## src/rtl/pvrs_pkg.sv

```systemverilog
// ----------------------------------------------------------------------------
// pvrs_pkg
// Shared types, register indexes and helpers for the PCM volume ramp unit.
// ----------------------------------------------------------------------------
package pvrs_pkg;

	// Hard limit on the ramp block length, in frames.
	localparam int MAX_FRAMES = 4096;

	// Configuration register indexes.
	localparam logic [1:0] REG_TARGET_VOLUME    = 2'd0;
	localparam logic [1:0] REG_FRAMES_PER_BLOCK = 2'd1;
	localparam logic [1:0] REG_STEREO_MODE      = 2'd2;

	localparam logic [14:0] TARGET_VOLUME_RST    = 15'd4096;
	localparam logic [12:0] FRAMES_PER_BLOCK_RST = 13'd1024;
	localparam logic        STEREO_MODE_RST      = 1'b1;

	typedef struct packed {
		logic signed [15:0] left_sample;
		logic signed [15:0] right_sample;
	} in_beat_t;

	typedef struct packed {
		logic signed [15:0] left_out;
		logic signed [15:0] right_out;
		logic               block_end;
	} out_beat_t;

	// Frame as classified by the front end.
	typedef struct packed {
		in_beat_t samples;
		logic     first;
		logic     last;
	} queue_entry_t;

	// Divider request / response.
	typedef struct packed {
		logic        start;
		logic        neg;
		logic [14:0] magnitude;
		logic [12:0] divisor;
	} div_req_t;

	typedef struct packed {
		logic               done;
		logic signed [31:0] quotient;
	} div_rsp_t;

	// Effective block length: zero reads as one, clamp to MAX_FRAMES.
	function automatic logic [12:0] eff_frames(input logic [12:0] fpb);
		logic [12:0] f;
		begin
			f = fpb;
			if (fpb == 13'd0) begin
				f = 13'd1;
			end else if (fpb > 13'(MAX_FRAMES)) begin
				f = 13'(MAX_FRAMES);
			end
			return f;
		end
	endfunction

endpackage

```

## src/rtl/pcm_volume_ramp_saturate_unit.sv

```systemverilog
// ----------------------------------------------------------------------------
// pcm_volume_ramp_saturate_unit
// Linear 4.12 volume ramp over blocks of PCM frames with 16-bit saturation.
// ----------------------------------------------------------------------------
// Use:
//   frame_valid/frame_ready/frame carry one PCM frame (left, right) per beat.
//   result_valid/result_ready/result return one scaled frame per input beat,
//   in order, with block_end set on the last frame of each ramp block.
//   cfg_we/cfg_idx/cfg_data write target_volume (0), frames_per_block (1)
//   and stereo_mode (2); write only while no frame is in flight.
// Timing:
//   Inside a block the unit moves one frame per cycle while result_ready is
//   high; a frame accepted with an empty queue is registered in the queue,
//   then in the result register. The first frame of each block waits for
//   the ramp step, computed by a one-bit-per-cycle divider. Frames keep
//   being accepted into the queue during that time, until it is full.
// Reset:
//   arst_n clears the ramp (previous volume zero, position at block start)
//   and loads the register defaults: unity target, 1024 frames, stereo.
// Stall:
//   When result_ready is low the result register holds; the queue fills
//   and frame_ready drops once QUEUE_DEPTH frames are waiting.
// ----------------------------------------------------------------------------
module pcm_volume_ramp_saturate_unit #(
	parameter int QUEUE_DEPTH = 4   // 2..32
) (
	input  logic                clk,
	input  logic                arst_n,
	input  logic                cfg_we,
	input  logic [1:0]          cfg_idx,
	input  logic [14:0]         cfg_data,
	input  logic                frame_valid,
	output logic                frame_ready,
	input  pvrs_pkg::in_beat_t  frame,
	output logic                result_valid,
	input  logic                result_ready,
	output pvrs_pkg::out_beat_t result
);

	// configuration registers
	logic [14:0] target_volume_q;
	logic [12:0] frames_per_block_q;
	logic        stereo_mode_q;

	// front -> queue -> back
	logic                   push;
	pvrs_pkg::queue_entry_t push_data;
	logic                   queue_full;
	logic                   pop;
	logic                   head_valid;
	pvrs_pkg::queue_entry_t head;

	// back <-> divider
	pvrs_pkg::div_req_t div_req;
	pvrs_pkg::div_rsp_t div_rsp;

	always_ff @(posedge clk or negedge arst_n) begin
		if (!arst_n) begin
			target_volume_q    <= pvrs_pkg::TARGET_VOLUME_RST;
			frames_per_block_q <= pvrs_pkg::FRAMES_PER_BLOCK_RST;
			stereo_mode_q      <= pvrs_pkg::STEREO_MODE_RST;
		end else if (cfg_we) begin
			case (cfg_idx)
				pvrs_pkg::REG_TARGET_VOLUME:    target_volume_q    <= cfg_data;
				pvrs_pkg::REG_FRAMES_PER_BLOCK: frames_per_block_q <= cfg_data[12:0];
				pvrs_pkg::REG_STEREO_MODE:      stereo_mode_q      <= cfg_data[0];
				default: begin
					// unmapped index, write dropped
				end
			endcase
		end
	end

	// Front: accept and tag block start / end from the frame counter.
	pvrs_front u_front (
		.clk              (clk),
		.arst_n           (arst_n),
		.frames_per_block (frames_per_block_q),
		.frame_valid      (frame_valid),
		.frame_ready      (frame_ready),
		.frame            (frame),
		.queue_full       (queue_full),
		.push             (push),
		.push_data        (push_data)
	);

	// Decoupling queue; lets the front keep taking beats during step setup.
	pvrs_queue #(
		.DEPTH (QUEUE_DEPTH)
	) u_queue (
		.clk        (clk),
		.arst_n     (arst_n),
		.push       (push),
		.push_data  (push_data),
		.full       (queue_full),
		.pop        (pop),
		.head_valid (head_valid),
		.head       (head)
	);

	// Back: ramp accumulator, gain multiply, saturate, result register.
	pvrs_back u_back (
		.clk              (clk),
		.arst_n           (arst_n),
		.target_volume    (target_volume_q),
		.frames_per_block (frames_per_block_q),
		.stereo_mode      (stereo_mode_q),
		.head_valid       (head_valid),
		.head             (head),
		.pop              (pop),
		.div_req          (div_req),
		.div_rsp          (div_rsp),
		.result_valid     (result_valid),
		.result_ready     (result_ready),
		.result           (result)
	);

	// Step divider, used once per block.
	pvrs_divider u_divider (
		.clk    (clk),
		.arst_n (arst_n),
		.req    (div_req),
		.rsp    (div_rsp)
	);

endmodule

```

## src/rtl/pvrs_front.sv

```systemverilog
// ----------------------------------------------------------------------------
// pvrs_front
// Accepts frames and tags them with block start / block end flags.
// ----------------------------------------------------------------------------
module pvrs_front (
	input  logic                   clk,
	input  logic                   arst_n,
	input  logic [12:0]            frames_per_block,
	input  logic                   frame_valid,
	output logic                   frame_ready,
	input  pvrs_pkg::in_beat_t     frame,
	input  logic                   queue_full,
	output logic                   push,
	output pvrs_pkg::queue_entry_t push_data
);

	logic [12:0] pos_q;
	logic [13:0] pos_inc;
	logic [12:0] eff;
	logic        last;

	assign eff         = pvrs_pkg::eff_frames(frames_per_block);
	assign pos_inc     = {1'b0, pos_q} + 14'd1;
	assign last        = pos_inc >= {1'b0, eff};
	assign frame_ready = !queue_full;
	assign push        = frame_valid && frame_ready;

	assign push_data.samples = frame;
	assign push_data.first   = (pos_q == 13'd0);
	assign push_data.last    = last;

	always_ff @(posedge clk or negedge arst_n) begin
		if (!arst_n) begin
			pos_q <= 13'd0;
		end else if (push) begin
			pos_q <= last ? 13'd0 : pos_inc[12:0];
		end
	end

endmodule

```

## src/rtl/pvrs_queue.sv

```systemverilog
// ----------------------------------------------------------------------------
// pvrs_queue
// Small FIFO of classified frames between front and back end.
// ----------------------------------------------------------------------------
module pvrs_queue #(
	parameter int DEPTH = 4
) (
	input  logic                   clk,
	input  logic                   arst_n,
	input  logic                   push,
	input  pvrs_pkg::queue_entry_t push_data,
	output logic                   full,
	input  logic                   pop,
	output logic                   head_valid,
	output pvrs_pkg::queue_entry_t head
);

	localparam int PTR_W = $clog2(DEPTH);
	localparam int CNT_W = $clog2(DEPTH + 1);

	pvrs_pkg::queue_entry_t mem_q [DEPTH];
	logic [PTR_W-1:0] wr_ptr_q;
	logic [PTR_W-1:0] rd_ptr_q;
	logic [CNT_W-1:0] count_q;

	assign full       = (count_q == CNT_W'(DEPTH));
	assign head_valid = (count_q != '0);
	assign head       = mem_q[rd_ptr_q];

	always_ff @(posedge clk) begin
		if (push) begin
			mem_q[wr_ptr_q] <= push_data;
		end
	end

	always_ff @(posedge clk or negedge arst_n) begin
		if (!arst_n) begin
			wr_ptr_q <= '0;
			rd_ptr_q <= '0;
			count_q  <= '0;
		end else begin
			if (push) begin
				wr_ptr_q <= (wr_ptr_q == PTR_W'(DEPTH - 1)) ? '0 : wr_ptr_q + 1'b1;
			end
			if (pop) begin
				rd_ptr_q <= (rd_ptr_q == PTR_W'(DEPTH - 1)) ? '0 : rd_ptr_q + 1'b1;
			end
			if (push && !pop) begin
				count_q <= count_q + 1'b1;
			end else if (pop && !push) begin
				count_q <= count_q - 1'b1;
			end
		end
	end

endmodule

```

## src/rtl/pvrs_divider.sv

```systemverilog
// ----------------------------------------------------------------------------
// pvrs_divider
// Radix-2 restoring divider for the ramp step: (+/-mag << 16) / divisor.
// ----------------------------------------------------------------------------
module pvrs_divider (
	input  logic                clk,
	input  logic                arst_n,
	input  pvrs_pkg::div_req_t  req,
	output pvrs_pkg::div_rsp_t  rsp
);

	localparam int QW = 31;   // 15-bit magnitude followed by 16 zero bits

	logic          busy_q;
	logic          done_q;
	logic          neg_q;
	logic [4:0]    cnt_q;
	logic [12:0]   div_q;
	logic [12:0]   rem_q;
	logic [QW-1:0] quo_q;   // dividend bits shift out the top, quotient in at the bottom

	logic [13:0] trial;
	logic        ge;
	logic [13:0] diff;
	logic [31:0] quo_ext;

	assign trial   = {rem_q, quo_q[QW-1]};
	assign ge      = trial >= {1'b0, div_q};
	assign diff    = trial - {1'b0, div_q};
	assign quo_ext = {1'b0, quo_q};

	assign rsp.done     = done_q;
	assign rsp.quotient = neg_q ? $signed(-quo_ext) : $signed(quo_ext);

	always_ff @(posedge clk or negedge arst_n) begin
		if (!arst_n) begin
			busy_q <= 1'b0;
			done_q <= 1'b0;
			neg_q  <= 1'b0;
			cnt_q  <= '0;
			div_q  <= '0;
			rem_q  <= '0;
			quo_q  <= '0;
		end else begin
			done_q <= 1'b0;
			if (req.start) begin
				busy_q <= 1'b1;
				neg_q  <= req.neg;
				div_q  <= req.divisor;
				cnt_q  <= '0;
				rem_q  <= '0;
				quo_q  <= {req.magnitude, 16'd0};
			end else if (busy_q) begin
				rem_q <= ge ? diff[12:0] : trial[12:0];
				quo_q <= {quo_q[QW-2:0], ge};
				cnt_q <= cnt_q + 5'd1;
				if (cnt_q == 5'(QW - 1)) begin
					busy_q <= 1'b0;
					done_q <= 1'b1;
				end
			end
		end
	end

endmodule

```

## src/rtl/pvrs_back.sv

```systemverilog
// ----------------------------------------------------------------------------
// pvrs_back
// Ramp state, step setup at block start, gain multiply and output register.
// ----------------------------------------------------------------------------
module pvrs_back (
	input  logic                   clk,
	input  logic                   arst_n,
	input  logic [14:0]            target_volume,
	input  logic [12:0]            frames_per_block,
	input  logic                   stereo_mode,
	input  logic                   head_valid,
	input  pvrs_pkg::queue_entry_t head,
	output logic                   pop,
	output pvrs_pkg::div_req_t     div_req,
	input  pvrs_pkg::div_rsp_t     div_rsp,
	output logic                   result_valid,
	input  logic                   result_ready,
	output pvrs_pkg::out_beat_t    result
);

	typedef enum logic {
		ST_RUN,
		ST_DIV
	} state_t;

	state_t              state_q;
	logic [14:0]         prev_q;
	logic [31:0]         acc_q;
	logic [31:0]         step_q;
	logic                primed_q;   // step/acc loaded for the frame at the head
	logic                out_valid_q;
	pvrs_pkg::out_beat_t out_q;

	logic signed [15:0] gain;
	logic signed [31:0] prod_l;
	logic signed [31:0] prod_r;
	logic signed [15:0] diff;
	logic               out_free;
	logic               fire;

	function automatic logic [15:0] sat16(input logic signed [31:0] p);
		logic [19:0] s;
		begin
			s = p[31:12];
			if (s[19:15] == 5'b00000 || s[19:15] == 5'b11111) begin
				return s[15:0];
			end else if (s[19]) begin
				return 16'h8000;
			end else begin
				return 16'h7FFF;
			end
		end
	endfunction

	assign gain   = acc_q[31:16];
	assign prod_l = head.samples.left_sample * gain;
	assign prod_r = head.samples.right_sample * gain;
	assign diff   = $signed({1'b0, target_volume}) - $signed({1'b0, prev_q});

	assign out_free = !out_valid_q || result_ready;
	assign fire     = (state_q == ST_RUN) && head_valid && (!head.first || primed_q) && out_free;
	assign pop      = fire;

	assign div_req.start     = (state_q == ST_RUN) && head_valid && head.first && !primed_q;
	assign div_req.neg       = diff[15];
	assign div_req.magnitude = diff[15] ? 15'(-diff) : diff[14:0];
	assign div_req.divisor   = pvrs_pkg::eff_frames(frames_per_block);

	assign result_valid = out_valid_q;
	assign result       = out_q;

	always_ff @(posedge clk or negedge arst_n) begin
		if (!arst_n) begin
			state_q     <= ST_RUN;
			prev_q      <= '0;
			acc_q       <= '0;
			step_q      <= '0;
			primed_q    <= 1'b0;
			out_valid_q <= 1'b0;
			out_q       <= '0;
		end else begin
			case (state_q)
				ST_RUN: begin
					if (div_req.start) begin
						state_q <= ST_DIV;
					end
				end
				ST_DIV: begin
					if (div_rsp.done) begin
						step_q   <= div_rsp.quotient;
						acc_q    <= {1'b0, prev_q, 16'd0};
						primed_q <= 1'b1;
						state_q  <= ST_RUN;
					end
				end
				default: begin
					state_q <= ST_RUN;
				end
			endcase

			if (fire) begin
				out_valid_q     <= 1'b1;
				out_q.left_out  <= sat16(prod_l);
				out_q.right_out <= stereo_mode ? sat16(prod_r) : 16'd0;
				out_q.block_end <= head.last;
				acc_q           <= acc_q + step_q;
				primed_q        <= 1'b0;
				if (head.last) begin
					prev_q <= target_volume;
				end
			end else if (result_ready) begin
				out_valid_q <= 1'b0;
			end
		end
	end

endmodule

```

## config.mk

```make
export PLATFORM = sky130hd
export DESIGN_NAME = pcm_volume_ramp_saturate_unit
export DESIGN_NICKNAME = d
export VERILOG_FILES = /design/src/rtl/pvrs_pkg.sv /design/src/rtl/pcm_volume_ramp_saturate_unit.sv /design/src/rtl/pvrs_front.sv /design/src/rtl/pvrs_queue.sv /design/src/rtl/pvrs_divider.sv /design/src/rtl/pvrs_back.sv
export SDC_FILE = /design/constraint.sdc
export NUM_CORES = 2
export LEC_CHECK = 0
export BUFFER_PORTS_ARGS = -buffer_cell sky130_fd_sc_hd__buf_2
export CAP_MARGIN = 40
export CORE_UTILIZATION = 23
export DETAILED_ROUTE_END_ITERATION = 6
export PLACE_DENSITY_LB_ADDON = 0.08
export SLEW_MARGIN = 20
export SYNTH_ARGS = -nofsm -noshare
export SYNTH_HDL_FRONTEND = slang
export SYNTH_SLANG_ARGS = --single-unit
```

## constraint.sdc

```tcl
create_clock -name clk -period 22.9 [get_ports clk]
set_clock_uncertainty 0.05 [all_clocks]
set_input_delay 1.145 -clock clk [delete_from_list [all_inputs] [get_ports clk]]
set_output_delay 1.145 -clock clk [all_outputs]
set_load 0.005 [all_outputs]
```

# Yosys cells after proc, flatten, opt, wreduce, memory -nomap -nowiden
# Memory sizes are Yosys's and may differ from the RTL's.
# Index checks and enable logic that the tools add are counted.
totals:
  regBits: 229
  ram_bits: 136
  in_bits: 54
  output_inout_bits: 35
  elab_cells: 124
  n_memories: 1
memory_table:
  columns: ["name", "depth", "width", "read_ports", "rd_clocked_by_memory_dff", "write_ports", "line", "text"]
  rows:
  - ["u_queue.mem_q", 4, 34, 1, 0, 1, "pvrs_queue.sv:21", "pvrs_pkg::queue_entry_t mem_q [DEPTH];"]
classes:
  addsub: 11
  multipliers: 2
  n_lt_le_gt_ge: 3
  eq_ne: 8
  muxes: 40
  bitwise: 1
  n_reduce_logical: 35
op_table:
  columns: ["cell", "n"]
  rows:
  - ["two-way mux 32 bit", 4]
  - ["two-way mux 16 bit", 5]
  - ["two-way mux 13 bit", 6]
  - ["multiplier 16 x 16 -> 32 bit", 2]
  - ["two-way mux 31 bit", 2]
  - ["adder 32 bit", 1]
  - ["negator 31 -> 32 bit", 1]
  - [">= comparator 14 x 13 -> 1 bit", 2]
  - ["zero test 13 bit", 2]
  - ["subtractor 15 x 15 -> 16 bit", 1]
  - ["equality test 5 bit, second input constant", 3]
  - ["two-way mux 1 bit", 15]
  - ["two-way mux 15 bit", 1]
  - ["negator 15 bit", 1]
  - ["adder 13 x 1 -> 14 bit, second input constant", 1]
  - ["> comparator 13 bit, second input constant", 1]
  - ["subtractor 13 bit", 1]
  - ["AND reduction 2 bit", 6]
  - ["zero test 5 bit", 2]
  - ["two-way mux 5 bit", 2]
  - ["nonzero test 2 bit", 5]
  - ["logical AND 1 bit", 8]
  - ["equality test 2 bit, second input constant", 3]
  - ["zero test 1 bit", 6]
  - ["other kinds (13)", 19]

# Depth between registers and ports, before layout
# An unclocked memory read counts as a cell.
depth:
  depth_word: 8
  mapped_depth: 32
  ltp_nobuf: 27

# Hierarchy
# From an unflattened synthesis, not the netlist that was laid out.
unflattened:
  cells_unflattened: 3735
  hier_area_um2: 38370.6
by_module_without_submodules:
  columns: ["mod", "instances", "cells_per_inst", "area_per_inst_um2", "seq_area_each_um2"]
  rows:
  - ["pvrs_back", 1, 2851, 26342.8, 2877.8]
  - ["pvrs_queue", 1, 215, 5376.4, 4259.1]
  - ["pvrs_divider", 1, 426, 4021.4, 1626.6]
  - ["pvrs_front", 1, 180, 1525.2, 325.3]
  - ["pcm_volume_ramp_saturate_unit", 1, 63, 1104.8, 729.4]

# Worst setup path before layout
# Ideal clock, no wire load.
synth_path:
  kind: "reg2reg"
  from: "register u_queue.rd_ptr_q[0]"
  to: "register u_back.out_q, in the netlist u_back.result[2]"
  setup_time_ps: 69
  arrival_time_ps: 8037
  required_ps: 22781
  slack_ps: 14744
  path_stages_with_launch: 27
  path_buffers: 4
  period_less_slack_ps: 8156
  path_cell_list: "dfrtp_1 > buf_6 > buf_1 > mux4_2 > clkbuf_1 > nand2_1 > inv_1 > fa_1 > inv_1 > fa_1 > inv_1 > fa_1 > fa_1 > fa_1 > fa_1 > ha_1 > a21o_1 > a21oi_1 > nand2b_1 > a21oi_1 > or3_1 > o21a_1 > or4_4 > o32ai_4 > buf_6 > nand2_1 > nand3_1"
synth_via:
  elab_chain_len: 6
  word_cells_on_any_way: 12
  classes_between: "mul: 1; eq/ne: 1; mux: 3; reduce/logical: 6; memory: 1"
synth_rtl:
  columns: ["element", "line", "text"]
  rows:
  - ["from (decl)", "pvrs_queue.sv:23", "logic [PTR_W-1:0] rd_ptr_q;"]
  - ["from (signal assigned)", "pvrs_queue.sv:46", "rd_ptr_q <= (rd_ptr_q == PTR_W'(DEPTH - 1)) ? '0 : rd_ptr_q + 1'b1;"]
  - ["memory (4 x 34 bit) (*)", null, null]
  - ["multiplier 16 x 16 -> 32 bit", "pvrs_back.sv:57", "assign prod_r = head.samples.right_sample * gain;"]
  - ["equality test 5 bit or zero test 5 bit (tied branches)", "pvrs_back.sv:45", "if (s[19:15] == 5'b00000 || s[19:15] == 5'b11111) begin"]
  - ["logical OR 1 bit", "pvrs_back.sv:45", null]
  - ["two-way mux 16 bit", "pvrs_back.sv:45", null]
  - ["two-way mux 16 bit", "pvrs_back.sv:104", "out_q.right_out <= stereo_mode ? sat16(prod_r) : 16'd0;"]
  - ["to (decl)", "pvrs_back.sv:32", "pvrs_pkg::out_beat_t out_q;"]
# Mark *: on every way between the ends. The rest lies on a longest branch, timed or not.
# A chain may end at the register's enable or synchronous reset.

# Worst setup path after layout
layout_path:
  from: "register u_queue.rd_ptr_q[0]"
  to: "register u_back.out_q, in the netlist u_back.result[6]"
# Same word-level chain as after synthesis.

==> PnR_summary.wiki <==
{| class="wikitable"
! Metric !! Value
|-
| Number of synthesized flops with an enable pin || 136
|-
| Finished Core Util || about a quarter
|-
| Ys flop type || dfrtp_1
|-
| Total of flip-flops plus latches after synthesis || 365
|-
| Leading post-synthesis cells by cell area || fa_1 (28%), dfrtp_1 (15%), edfxtp_1 (11%), ha_1 (8.1%), inv_1 (6.5%)
|-
| Area delta synth->final || 12.85%
|-
| Proportion of synthesized area in mux cells || 4.291%
|-
| Drt via density || 4.201
|-
| Synth Area in Simple Gates || 13.14%
|-
| Number of global-route vias before repair || 27860
|-
| Largest family of logic cells by synthesized area || adder cells
|-
| Largest buffer count on any clock path || 3
|-
| Fraction of layout instances using a drive strength above 1 || 8.153%
|-
| Largest net degree at the start of global routing || 77
|-
| Die H || 404.0 um
|-
| Compound-Gate Fraction of Synth Area || 7.768%
|-
| Required time of the critical path || around 23 ns
|-
| Hold Violations, Final || 0
|-
| Fillers || around 17000
|-
| Startpoint of the worst setup timing path || u_queue.rd_ptr_q[0]
|-
| Setup repair after global routing missed its margin || false
|-
| Number of port buffers || 88
|-
| Largest area contributor in the synthesized netlist || fa_1
|-
| DRT antenna net count || 0
|-
| Total Nets Final || around 4500
|-
| Global placement routability congestion || ~0.74
|-
| Smallest setup slack after layout || 13.98 ns
|-
| Mean instance size in the synthesized netlist || ~10 um^2
|-
| Adder-Cell Fraction of Synth Area || ~36%
|-
| Outcome || completed
|-
| Post-DP HPWL || 82620 um
|-
| TritonCTS buffer count || 49
|-
| Worst Reg-to-Reg Cells || 23
|-
| Final Setup Violations || 0
|-
| Crit Reg-Reg Endpoint || u_back.result[6]
|-
| Clock-pin slew on the worst setup and hold paths || 0.06 ns
|-
| Worst slack at placement || 13.95 ns
|-
| Effective utilization at floorplan || 23.15%
|-
| Worst endpoint data arrival time || approximately 9.3 ns
|-
| Clk_lat worst skew || 0.66 ns
|-
| XOR/XNOR Fraction of Synth Area || 3.837%
|-
| Max-Cap Viols || 0
|-
| Worst Setup Start Kind || register
|-
| Fin Setup TNS || 0 ns
|-
| Path category of the worst min-delay check || primary input to async pin
|-
| Number of clock sinks || around 370
|-
| Highest Clock Rate || about 110 MHz
|-
| Drc violations || 0
|-
| Aggregate routed wire length || about 110000 um
|-
| Top cell type's share of synthesized area || between 20 and 30%
|-
| FF-to-FF setup slack || about 14 ns
|-
| Global-route wire length before repair || 171400 um
|-
| Non-Filler Cell Area, Final || approximately 42000 um^2
|-
| Sequential element share of the synthesized area || 26.41%
|-
| Routed via count || 24850
|-
| Max-slew headroom at the worst pin || 46.30%
|-
| Post-CTS Hold Buffers || 0
|-
| Area of placed instances || about 40000 um^2
|-
| Placeable Area || 160600 um^2
|-
| 1st-pass router iterations || 5
|-
| Ratio of final minimum period to clock period || 38.97%
|-
| Cell with the most instances after synthesis || inv_1
|-
| Initial antenna violation count || 16
|-
| Post-CTS Resized || 0
|-
| Synthesized netlist cell count || about 3700
|-
| Startpoint of the worst-slack reg-to-reg timing path || u_queue.rd_ptr_q[0]
|-
| Total routing usage reported by global routing || 13.64%
|-
| Number of levels in the clock H-tree || 2
|-
| Distinct cell type count of the synthesized netlist || 66
|-
| Synthesized Nets || 4503
|-
| Highest net fanout along the worst path || 33
|-
| Fraction of synthesis flops using an asynchronous set or reset pin || 62.74%
|-
| Final Slew Violations || 0
|-
| Actual transition at the worst max-transition pin || 0.7970 ns
|-
| Worst setup path endpoint || u_back.result[6]
|-
| Clock tree from TritonCTS || yes
|-
| Synth top cells by count || inv_1 (644), fa_1 (526), nand2_1 (478), ha_1 (242), and2_1 (228)
|-
| Routed wire length per instance || 18.12 um
|-
| Synth Warn # || 0
|-
| Chip width || ~400 um
|-
| Sum of overflow across all layers after global routing || 0
|-
| Synthesized cell area || 37180 um^2
|-
| Overall die area || 163200 um^2
|-
| Root buffer selected by CTS || clkbuf_16
|-
| Site row count || ~150
|-
| Detailed Route Iter0 Violations || slightly above 1000
|-
| Kind of end point of the critical path || register
|-
| Setup Fix Bufs, Post-CTS || 0
|-
| Top-Level Pins || 89
|-
| Kind of critical path || register to register
|-
| Minimum period implied by the final worst setup slack || about 9 ns
|}
[registers in the layout, summed over array words and instances, names as in the netlist, 2 cells and up]
signal and count:
u_queue.count_q 3, target_volume_q 15, u_front.pos_q 13, u_back.prev_q 15, u_back.acc_q 32, u_queue.rd_ptr_q 2, u_back.result 33, u_queue.wr_ptr_q 2
u_divider.quo_q 31, u_divider.cnt_q 5, u_back.step_q 32, u_queue.mem_q 136, frames_per_block_q 13, u_divider.rem_q 13, u_divider.div_q 13
[how the worst min path moves through the flow]
| stage | cells past startpoint | endpoint |
|---|---|---|
| final | 1 | u_back.step_q[4] |
| after floorplan | 1 | u_back.state_q |
| after detailed placement | 2 | u_divider.div_q[10] |
| after global routing | 1 | u_back.step_q[4] |
| after CTS | 1 | u_back.acc_q[20] |
| after global placement | 2 | u_divider.div_q[5] |
[final cells by class]
class	instances	area (um^2)	area share (%)
Tap cell	2160	2703	6.442
Multi-Input combinational cell	2521	24380	58.12
Sequential cell	365	9826	23.42
Clock buffer	73	1426	3.400
Inverter	644	2419	5.765
Timing Repair Buffer	132	900.9	2.147
Antenna cell	1	2.502	0.005965
Clock inverter	18	295.3	0.7038
[routing by layer]
layer | vias to the layer above | routed length, um | global-route usage (%)
met5 | - | 75 | 0
met4 | 12 | 2006 | 2.804
met3 | 110 | 2826 | 1.723
met2 | 269 | 48250 | 21.73
met1 | 12640 | 54000 | 19.71
li1 | 11810 | - | -
[through the flow]
step | hold slack [ns] | instances
floorplan | 0.3969 | 3681
global placement | 0.4171 | 5813
detailed placement | 0.4239 | 5820
CTS | 0.4353 | 5911
global route | 0.4656 | 5914
finish | 0.4258 | 5914
[worst max-delay path: stages (launching register included)]
cell and delay (ns):
dfrtp_2 0.40, buf_4 0.59, mux4_2 0.79, nand2_1 0.19, inv_1 0.10, fa_1 0.73, inv_1 0.11, fa_1 0.48
inv_1 0.37, fa_1 0.53, fa_1 0.56, fa_1 0.43, fa_1 0.44, ha_1 0.36, a21o_1 0.19, a21oi_1 0.21
nand2b_1 0.17, a21oi_1 0.07, or3_1 0.36, o21a_1 0.23, a21bo_2 0.24, xnor2_1 0.34, a311o_1 0.60, nand3_1 0.17
[cell families (layout without fill, tap and decap cells)]
| kind of cell | Yosys count | count (layout) |
|---|---|---|
| AND/OR/NAND/NOR | 1020 | 1020 |
| buffers and inverters | 795 | 867 |
| adder cells (fa/ha/maj) | 768 | 768 |
| AO/OA/AOI/OAI | 458 | 458 |
| flip-flops | 365 | 365 |
| XOR/XNOR | 162 | 162 |
| multiplexers | 113 | 113 |
| other | 0 | 1 |
[cell usage in the layout (no fill, tap or decap), types with 88 or more instances in the layout]
master    count
a21oi_1      91
and2_1      228
buf_2        88
dfrtp_1     220
edfxtp_1    136
fa_1        526
ha_1        242
inv_1       643
nand2_1     477
nor2_1      103
o21ai_0     165
Power is left out: the tool's default activity adds up to more than one toggle a clock period on the data nets, which glitch-free logic cannot reach.
